**src/fat_chain_block_allocator_unit_macros.svh**
```systemverilog
// Assertion macros for the block allocator unit.
// Each macro expects clk_i and rst_ni in the scope that uses it.
`ifndef FAT_CHAIN_BLOCK_ALLOCATOR_UNIT_MACROS_SVH
`define FAT_CHAIN_BLOCK_ALLOCATOR_UNIT_MACROS_SVH

// Same-cycle implication.
`define FCBA_ASSERT_IMPL(lbl, ante, cons, msg) \
  lbl: assert property (@(posedge clk_i) disable iff (!rst_ni) (ante) |-> (cons)) \
    else $error(msg);

// Next-cycle implication.
`define FCBA_ASSERT_NEXT(lbl, ante, cons, msg) \
  lbl: assert property (@(posedge clk_i) disable iff (!rst_ni) (ante) |=> (cons)) \
    else $error(msg);

`endif

```
**src/fcba_pkg.sv**
```systemverilog
// Shared constants of the block allocator: command and status codes, field widths.
// No dependencies.
package fcba_pkg;

  localparam int CMD_W  = 2;
  localparam int STAT_W = 2;

  localparam logic [CMD_W-1:0] CMD_ALLOC  = 2'd0;
  localparam logic [CMD_W-1:0] CMD_FREE   = 2'd1;
  localparam logic [CMD_W-1:0] CMD_LOCATE = 2'd2;

  localparam logic [STAT_W-1:0] STAT_OK      = 2'd0;
  localparam logic [STAT_W-1:0] STAT_NOSPACE = 2'd1;
  localparam logic [STAT_W-1:0] STAT_EARLY   = 2'd2;

endpackage

```
**src/fcba_ctrl.sv**
```systemverilog
// Command sequencer: clears the table after reset, then runs allocate, free and
// locate walks over the table memory. Depends on fcba_pkg and the macro header.
`include "fat_chain_block_allocator_unit_macros.svh"

module fcba_ctrl
  import fcba_pkg::*;
#(
  parameter int NUM_BLOCKS = 1024
) (
  input  logic                                clk_i,
  input  logic                                rst_ni,
  input  logic                                in_valid_i,
  output logic                                in_ready_o,
  input  logic [CMD_W-1:0]                    in_cmd_i,
  input  logic [$clog2(NUM_BLOCKS+1)-1:0]     in_start_i,
  input  logic [$clog2(NUM_BLOCKS+1)-1:0]     in_count_i,
  output logic                                res_valid_o,
  input  logic                                res_ready_i,
  output logic [$clog2(NUM_BLOCKS+1)-1:0]     res_block_o,
  output logic [$clog2(NUM_BLOCKS+1)-1:0]     res_freed_o,
  output logic [STAT_W-1:0]                   res_status_o,
  output logic                                rd_en_o,
  output logic [$clog2(NUM_BLOCKS)-1:0]       rd_addr_o,
  input  logic [$clog2(NUM_BLOCKS+1):0]       rd_data_i,
  output logic                                wr_en_o,
  output logic [$clog2(NUM_BLOCKS)-1:0]       wr_addr_o,
  output logic [$clog2(NUM_BLOCKS+1):0]       wr_data_o
);

  localparam int AW = $clog2(NUM_BLOCKS);
  localparam int BW = $clog2(NUM_BLOCKS + 1);
  localparam logic [BW-1:0] NULL_BLK  = BW'(NUM_BLOCKS);
  localparam logic [AW-1:0] LAST_ADDR = AW'(NUM_BLOCKS - 1);

  localparam logic [2:0] S_CLEAR = 3'd0;
  localparam logic [2:0] S_IDLE  = 3'd1;
  localparam logic [2:0] S_ALLOC = 3'd2;
  localparam logic [2:0] S_AFIN  = 3'd3;
  localparam logic [2:0] S_FREE  = 3'd4;
  localparam logic [2:0] S_LOC   = 3'd5;
  localparam logic [2:0] S_DONE  = 3'd6;

  logic [2:0]        state_q, state_d;
  logic [AW-1:0]     cur_q, cur_d;
  logic [AW-1:0]     prev_q, prev_d;
  logic [AW-1:0]     first_q, first_d;
  logic [BW-1:0]     ctr_q, ctr_d;
  logic [BW-1:0]     cnt_q, cnt_d;
  logic [BW-1:0]     freed_q, freed_d;
  logic [BW-1:0]     free_count_q, free_count_d;
  logic [BW-1:0]     res_block_q, res_block_d;
  logic [BW-1:0]     res_freed_q, res_freed_d;
  logic [STAT_W-1:0] res_status_q, res_status_d;

  logic          rd_used;
  logic [BW-1:0] rd_link;
  logic [BW-1:0] ctr_inc;
  logic [BW-1:0] freed_nxt;
  logic [AW-1:0] cur_inc;

  assign rd_used   = rd_data_i[BW];
  assign rd_link   = rd_data_i[BW-1:0];
  assign ctr_inc   = ctr_q + BW'(1);
  assign freed_nxt = freed_q + BW'(rd_used);
  assign cur_inc   = cur_q + AW'(1);

  always_comb begin
    state_d      = state_q;
    cur_d        = cur_q;
    prev_d       = prev_q;
    first_d      = first_q;
    ctr_d        = ctr_q;
    cnt_d        = cnt_q;
    freed_d      = freed_q;
    free_count_d = free_count_q;
    res_block_d  = res_block_q;
    res_freed_d  = res_freed_q;
    res_status_d = res_status_q;
    rd_en_o      = 1'b0;
    rd_addr_o    = cur_q;
    wr_en_o      = 1'b0;
    wr_addr_o    = cur_q;
    wr_data_o    = {1'b0, NULL_BLK};

    case (state_q)
      S_CLEAR: begin
        wr_en_o = 1'b1;
        cur_d   = cur_inc;
        if (cur_q == LAST_ADDR) begin
          state_d = S_IDLE;
        end
      end

      S_IDLE: begin
        if (in_valid_i) begin
          ctr_d       = '0;
          freed_d     = '0;
          cnt_d       = in_count_i;
          res_block_d = NULL_BLK;
          res_freed_d = '0;
          res_status_d = STAT_OK;
          state_d     = S_DONE;
          case (in_cmd_i)
            CMD_ALLOC: begin
              if (in_count_i == '0) begin
                state_d = S_DONE;
              end else if (in_count_i > free_count_q) begin
                res_status_d = STAT_NOSPACE;
              end else begin
                // the scan starts at block zero; reserve the whole count up front
                rd_en_o      = 1'b1;
                rd_addr_o    = '0;
                cur_d        = '0;
                free_count_d = free_count_q - in_count_i;
                state_d      = S_ALLOC;
              end
            end
            CMD_FREE: begin
              if (in_start_i < NULL_BLK) begin
                rd_en_o   = 1'b1;
                rd_addr_o = in_start_i[AW-1:0];
                cur_d     = in_start_i[AW-1:0];
                state_d   = S_FREE;
              end
            end
            CMD_LOCATE: begin
              if (in_start_i >= NULL_BLK) begin
                res_status_d = STAT_EARLY;
              end else if (in_count_i == '0) begin
                res_block_d = in_start_i;
              end else begin
                rd_en_o   = 1'b1;
                rd_addr_o = in_start_i[AW-1:0];
                cur_d     = in_start_i[AW-1:0];
                state_d   = S_LOC;
              end
            end
            default: begin
              state_d = S_DONE;
            end
          endcase
        end
      end

      S_ALLOC: begin
        if (!rd_used) begin
          ctr_d  = ctr_inc;
          prev_d = cur_q;
          if (ctr_q != '0) begin
            // link the previous block of the chain to this one
            wr_en_o   = 1'b1;
            wr_addr_o = prev_q;
            wr_data_o = {1'b1, BW'(cur_q)};
          end else begin
            first_d = cur_q;
          end
        end
        if (!rd_used && ctr_inc == cnt_q) begin
          state_d = S_AFIN;
        end else begin
          rd_en_o   = 1'b1;
          rd_addr_o = cur_inc;
          cur_d     = cur_inc;
        end
      end

      S_AFIN: begin
        // close the chain at its last block
        wr_en_o      = 1'b1;
        wr_addr_o    = prev_q;
        wr_data_o    = {1'b1, NULL_BLK};
        res_block_d  = BW'(first_q);
        res_freed_d  = '0;
        res_status_d = STAT_OK;
        state_d      = S_DONE;
      end

      S_FREE: begin
        wr_en_o      = 1'b1;
        wr_addr_o    = cur_q;
        freed_d      = freed_nxt;
        free_count_d = free_count_q + BW'(rd_used);
        ctr_d        = ctr_inc;
        if (rd_link >= NULL_BLK || ctr_inc == NULL_BLK) begin
          res_block_d  = NULL_BLK;
          res_freed_d  = freed_nxt;
          res_status_d = STAT_OK;
          state_d      = S_DONE;
        end else begin
          rd_en_o   = 1'b1;
          rd_addr_o = rd_link[AW-1:0];
          cur_d     = rd_link[AW-1:0];
        end
      end

      S_LOC: begin
        ctr_d = ctr_inc;
        if (rd_link >= NULL_BLK) begin
          res_block_d  = NULL_BLK;
          res_status_d = STAT_EARLY;
          state_d      = S_DONE;
        end else if (ctr_inc == cnt_q) begin
          res_block_d  = rd_link;
          res_status_d = STAT_OK;
          state_d      = S_DONE;
        end else begin
          rd_en_o   = 1'b1;
          rd_addr_o = rd_link[AW-1:0];
          cur_d     = rd_link[AW-1:0];
        end
      end

      S_DONE: begin
        if (res_ready_i) begin
          state_d = S_IDLE;
        end
      end

      default: begin
        state_d = S_IDLE;
      end
    endcase
  end

  always_ff @(posedge clk_i or negedge rst_ni) begin
    if (!rst_ni) begin
      state_q      <= S_CLEAR;
      cur_q        <= '0;
      free_count_q <= NULL_BLK;
    end else begin
      state_q      <= state_d;
      cur_q        <= cur_d;
      free_count_q <= free_count_d;
    end
  end

  always_ff @(posedge clk_i) begin
    prev_q       <= prev_d;
    first_q      <= first_d;
    ctr_q        <= ctr_d;
    cnt_q        <= cnt_d;
    freed_q      <= freed_d;
    res_block_q  <= res_block_d;
    res_freed_q  <= res_freed_d;
    res_status_q <= res_status_d;
  end

  assign in_ready_o   = (state_q == S_IDLE);
  assign res_valid_o  = (state_q == S_DONE);
  assign res_block_o  = res_block_q;
  assign res_freed_o  = res_freed_q;
  assign res_status_o = res_status_q;

  `FCBA_ASSERT_IMPL(a_no_rw_collide, rd_en_o && wr_en_o, rd_addr_o != wr_addr_o, "table read and write hit the same entry")
  `FCBA_ASSERT_IMPL(a_accept_quiet, in_valid_i && in_ready_o, !wr_en_o, "table write pending while a word is accepted")
  `FCBA_ASSERT_IMPL(a_free_count_range, state_q != S_CLEAR, free_count_q <= NULL_BLK, "free count above table size")
  `FCBA_ASSERT_NEXT(a_res_hold, res_valid_o && !res_ready_i, res_valid_o && $stable(res_block_o), "result dropped while stalled")

endmodule

```
**config.mk**
```make
export PLATFORM = sky130hd
export DESIGN_NAME = fcba_ctrl
export DESIGN_NICKNAME = d
export VERILOG_FILES = /design/src/fcba_pkg.sv /design/src/fcba_ctrl.sv
export VERILOG_INCLUDE_DIRS = /design/src /design/src/src
export SDC_FILE = /design/constraint.sdc
export NUM_CORES = 1
export LEC_CHECK = 0
export ABC_AREA = 1
export BUFFER_PORTS_ARGS = -buffer_cell sky130_fd_sc_hd__buf_2
export CAP_MARGIN = 5
export CORE_AREA = 2 2 135 137
export DETAILED_ROUTE_END_ITERATION = 16
export DIE_AREA = 0 0 137 139
export PLACE_DENSITY = 0.7
export SYNTH_ARGS = -nofsm -noshare
export SYNTH_HDL_FRONTEND = slang
export SYNTH_SLANG_ARGS = --single-unit
```
**constraint.sdc**
```tcl
create_clock -name clk_i -period 3.5 [get_ports clk_i]
set_input_delay 0.7 -clock clk_i [delete_from_list [all_inputs] [get_ports clk_i]]
set_output_delay 0.7 -clock clk_i [all_outputs]
set_load 0.01 [all_outputs]
```
* Yosys cells after proc, flatten, opt, wreduce, memory -nomap -nowiden *
Cells that the tools add are included.

word-level totals
  register bits = 101
  input port bits = 40
  output and inout port bits = 60

operators by class
  reduce and logical (&&, ||, !) cells = 23
  mux-type cells = 76
  equality and inequality tests = 21
  add/sub/neg operators = 5
  order comparisons = 4
  bitwise gates (word level) = 2

operators with widths
  kind                                            count
  two-way mux 11 bit                              14
  two-way mux 10 bit                              12
  case mux 11 bit (3 select lines)                2
  case mux 10 bit (5 select lines)                1
  case mux 11 bit (2 select lines)                2
  case mux 11 bit (4 select lines)                1
  case mux 10 bit (4 select lines)                1
  case mux 10 bit (3 select lines)                1
  two-way mux 3 bit                               9
  two-way mux 12 bit                              2
  case mux 12 bit (2 select lines)                1
  adder 11 x 1 -> 11 bit                          2
  >= comparator 11 bit (second input constant)    2
  case mux 3 bit (7 select lines)                 1
  case mux 10 bit (2 select lines)                1
  two-way mux 2 bit                               8
  two-way mux 1 bit                               14
  != test 2 bit (second input constant)           7
  adder 11 x 1 -> 11 bit (second input constant)  1
  equality test 11 bit                            1
  equality test 11 bit (second input constant)    1
  > comparator 11 bit                             1
  logical NOT 11 bit                              1
  < comparator 11 bit (second input constant)     1
  34 further kinds                                44

* Longest topological paths before layout *
  word-level depth = 6
  mapped depth = 20

* Least setup slack after synthesis *
OpenSTA, ideal clock, no wires.

  path kind = input port to output port
  from = input in_count_i[4]
  to = output rd_addr_o[1]
  path slack = 504 ps
  arrival time = 2296 ps
  data required time = 2800 ps
  buffers on the path = 0
  stages = 14
  path through = inv_1 ha_1 a21oi_1 o21ai_0 nand2_1 nand3_1 nand2_1 nand2_1 nand2_1 nand2_1 nand2_1 nand2_1 nand4_1 or2_1

on the way
  cells in the longest elaborated chain, start to end = 6
  elaborated cells between the ends (all ways) = 9
  those cells by class = order compare (1); mux (7); reduce/logical (1)

ends and longest elaborated chain
  item                                                       RTL line                                              RTL
  start: declaration                                         fcba_ctrl.sv:16                                       input logic [$clog2(NUM_BLOCKS+1)-1:0] in_count_i,
  > comparator 11 bit or logical NOT 11 bit (tied branches)  fcba_ctrl.sv:107, fcba_ctrl.sv:105, fcba_ctrl.sv:129
  two-way mux 10 bit (on tied branches)                      fcba_ctrl.sv:107, fcba_ctrl.sv:129
  two-way mux 10 bit (on tied branches)                      --
  case mux 10 bit (3 select lines) *                         --
  two-way mux 10 bit *                                       fcba_ctrl.sv:95                                       if (in_valid_i) begin
  case mux 10 bit (4 select lines) *                         fcba_ctrl.sv:85                                       case (state_q)
  end: declaration                                           fcba_ctrl.sv:23                                       output logic [$clog2(NUM_BLOCKS)-1:0] rd_addr_o,

Every way passes the cells marked *; elsewhere a longest branch is shown, timed or not.

* Worst setup path after layout *
  from = register ctr_q[0]
  to = output rd_addr_o[6]

on the way
  cells in the longest elaborated chain, start to end = 5
  elaborated cells between the ends (all ways) = 10
  those cells by class = add/sub (1); eq/ne (2); mux (5); reduce/logical (2)

ends and longest elaborated chain
  item                                              RTL line                                              RTL
  start: declaration                                fcba_ctrl.sv:47                                       logic [BW-1:0] ctr_q, ctr_d;
  start signal: assignment                          fcba_ctrl.sv:240                                      ctr_q <= ctr_d;
  adder 11 x 1 -> 11 bit *                          fcba_ctrl.sv:63                                       assign ctr_inc = ctr_q + BW'(1);
  via ctr_inc[0]                                    fcba_ctrl.sv:57                                       logic [BW-1:0] ctr_inc;
  equality test 11 bit (on tied branches)           fcba_ctrl.sv:158, fcba_ctrl.sv:202, fcba_ctrl.sv:184
  two-way mux 10 bit, or another cell as far along  fcba_ctrl.sv:202                                      end else if (ctr_inc == cnt_q) begin
  two-way mux 10 bit (on tied branches)             fcba_ctrl.sv:198, fcba_ctrl.sv:158, fcba_ctrl.sv:184
  case mux 10 bit (4 select lines) *                fcba_ctrl.sv:85

The timed path passes the listed nets; every way through them passes the cells marked *.

==> results.toml <==
[placed_design]
dp_hpwl_um = 15100
numPortBuffers = 99
place_ws_ns = 0.0418
dpl_cell_area_mm2 = 0.00781
dp.cells = 1266
gp_congestion = 0.912

[clock_tree]
cts_buffer_depth = 2
clkSlewWorstSetupHoldPaths_ns = 0.07
clock_sinks = 101
cts_buffers = 9
cts_tree = "yes"
h-tree-depth = 3
clock_latency_ns = 0.36
clockRootBuffer = "clkbuf_16"

[power_and_ir_drop]
max-vdd-ir-drop_uv = 403
powerDensity_mw_per_mm2 = 916
p_leak_nw = 4.00
totalPowerFinal_mw = 7.73

[sta]
fmaxAchievable_ghz = 0.278
drv_slew = 0
worst_pin_slew_ns = 0.896
fin_crit_sh_pct = 103
rsz0062_at_grt = "yes"
setup_ws_ns = -0.0950
relSlewSlack_pct = 40.1
setup_viol = 10
finClkSkew_ns = 0.0101
finalCriticalPeriod_ns = 3.60
hold_viol = 0

[yosys]
yosys_warnings = 0
synth_edf_count = 77
syn-instance-count = 938
async_flop_share_pct = 23.8
synth-seq-cells = 101
synth_cell_types = 45
syn_area_per_cell_um2 = 7.39
syn_nets = 1001
netlist_area_mm2 = 0.00693
ys_seq_area_share_pct = 42.1
synth_ff_type = "edfxtp_1"

[global_routing]
grt_pass1_wl_um = 32200
antenna_found_initial = 0
grt_start_max_net_pins = 28
grtUsageTotal_pct = 21.4
grt_remaining_overflow = 0
grt_pass1_vias = 6384

[setup_path]
cpLargestDelayFamily = "simple AND/OR/NAND/NOR gates"
crit_fanout = 8
worst_setup_path_start_kind = "flop"
r2r_setup_slack_ns = 0.61
path_cells = "inv_2 -> ha_4 -> inv_2 -> nand2_1 -> nand2_1 -> nor2_2 -> nand3_1 -> nor2_1 -> nand3_1 -> nor2_4 -> nand2_4 -> nand4_1 -> nand2_1 -> clkinv_2 -> nand4_1 -> or2_1 -> buf_2"
slowest_stage = "edfxtp_1"
cp-end-kind = "primary output"
cp_num_buf_inv = 4
critical_path_class = "flop to primary output"
r2r-start = "ctr_q[0]"
crit_path_frequent_cell = "nand2_1"
max_stage_delay_ns = 0.46
arrival_ns = 2.90
crit_path_start = "ctr_q[0]"
required_ns = 2.80

[worst_hold_path]
hold_path.class = "input pin to asynchronous set/reset pin"

[die]
rows = 49
initial_core_util_pct = 39.2
die_y_um = 139
die_w_um = 137
die-area_mm2 = 0.0190
core_area_mm2 = 0.0177
io_pins = 100

[final_layout]
final_cells = 1297
nets = 1125
syn_to_final_growth_pct = 21.8
drive_gt1_share_pct = 19.5
fillCellCount = 1743
final_cell_area_mm2 = 0.00844

[detailed_routing]
drcViolationCount = 0
wl_per_cell_um = 15.5
wl_met1_um = 9170
dr.pass1.iters = 5
wl_um = 20100
wl_met2_um = 8980
drt_iter0_drc = 496
ant_nets = 0
viasPerCell = 5.25
dr.max_layer_used = "met4"
wl_met3_um = 1460
vias = 6807

[job]
drv_cap = 0

[outcome]
status = "finished, violations left"
violations = "negative setup slack"
cells by family after synthesis:
group / share of synthesized area (%)
AO/OA/AOI/OAI: 11.6
XOR/XNOR: 1.14
adder cells (fa/ha/maj): 4.26
buffers and inverters: 9.26
flip-flops: 42.1
AND/OR/NAND/NOR: 31.6
layout by cell type, fill, tap and decap left out, types with 9 or more instances in the layout:
cell,n
inv_1,131
a21oi_1,32
o211ai_1,9
dfrtp_1,23
nor3_1,9
nand2_2,9
clkbuf_16,9
nand2_1,238
a32oi_1,10
buf_2,99
nand4_1,26
o21ai_0,57
edfxtp_1,77
ha_1,20
nand3_1,78
nor2_1,90
nor2_2,11
buf_4,39
routing by layer:
metal / track usage (%) / up-vias
met3: 3.36 / 33
met5: 0 / -
li1: - / 3370
met2: 32.9 / 275
met1: 30.3 / 3129
met4: 7.92 / 0
area by class of cell:
| type | count | area, um2 | area share (%) |
|---|---|---|---|
| Antenna cell | 1 | 2.50 | 0.0296 |
| Clock buffer | 10 | 229 | 2.71 |
| Clock inverter | 6 | 134 | 1.59 |
| Inverter | 139 | 523 | 6.20 |
| Multi-Input combinational cell | 670 | 3530 | 41.8 |
| Sequential cell | 101 | 2910 | 34.5 |
| Tap cell | 229 | 287 | 3.39 |
| Timing Repair Buffer | 141 | 822 | 9.74 |
path summary, 6_finish.rpt:
path,depth (start not counted),to
max,17,rd_addr_o[6]
min,1,free_count_q[4]
max reg2reg,16,res_block_o[7]
min reg2reg,2,free_count_q[10]
max in group asynchronous,1,cur_q[5]
min in group clk_i,2,free_count_q[10]
synth_stat cells, drive strengths merged (5+ instances only):
| cell type | count | share of area, % |
|---|---|---|
| nand3b | 7 | 0.76 |
| a21oi | 33 | 2.4 |
| ha | 22 | 4.0 |
| inv | 135 | 7.3 |
| a22oi | 7 | 0.76 |
| a31oi | 5 | 0.45 |
| a32oi | 10 | 1.3 |
| nand4 | 27 | 2.5 |
| nor2 | 106 | 6.1 |
| dfrtp | 23 | 8.3 |
| nand3 | 86 | 6.4 |
| o21ai | 62 | 4.5 |
| edfxtp | 77 | 33 |
| or2 | 7 | 0.63 |
| o211ai | 9 | 0.98 |
| nor3 | 9 | 0.65 |
| clkbuf | 24 | 1.3 |
| xor2 | 7 | 0.88 |
| nand2 | 252 | 14 |
sequential cells by signal (all words and copies together) (netlist names):
signal	count
cnt_q	11
ctr_q	11
cur_q	10
first_q	10
free_count_q	11
freed_q	11
prev_q	10
res_block_o	11
res_freed_o	11
res_status_o	2
state_q	3
per-stage QoR:
step	TNS, ns	hold slack [ns]	utilization, %
final	-0.606	0.366	47.8
after detailed placement	0	0.519	44.2
after floorplan	0	0.404	-
after global routing	-2.29	0.394	47.8
after global placement	0	0.512	44.2
after CTS	-0.367	0.374	47.3
where the power goes:
group / internal [mW] / switching [mW]
Sequential: 1.93 / 0.419
Clock: 0.773 / 0.455
Combinational: 1.48 / 2.67
what timing repair did:
| action | in CTS | in global routing |
|---|---|---|
| buffers inserted | 11 | 3 |
| hold buffers | 0 | 0 |
| pin swaps | 13 | 12 |
| resized for setup | 29 | 15 |
| endpoints found under the hold margin | 0 | 0 |
| setup endpoints to repair | 11 | 21 |
Note: power is estimated with default switching activity, not from simulation.
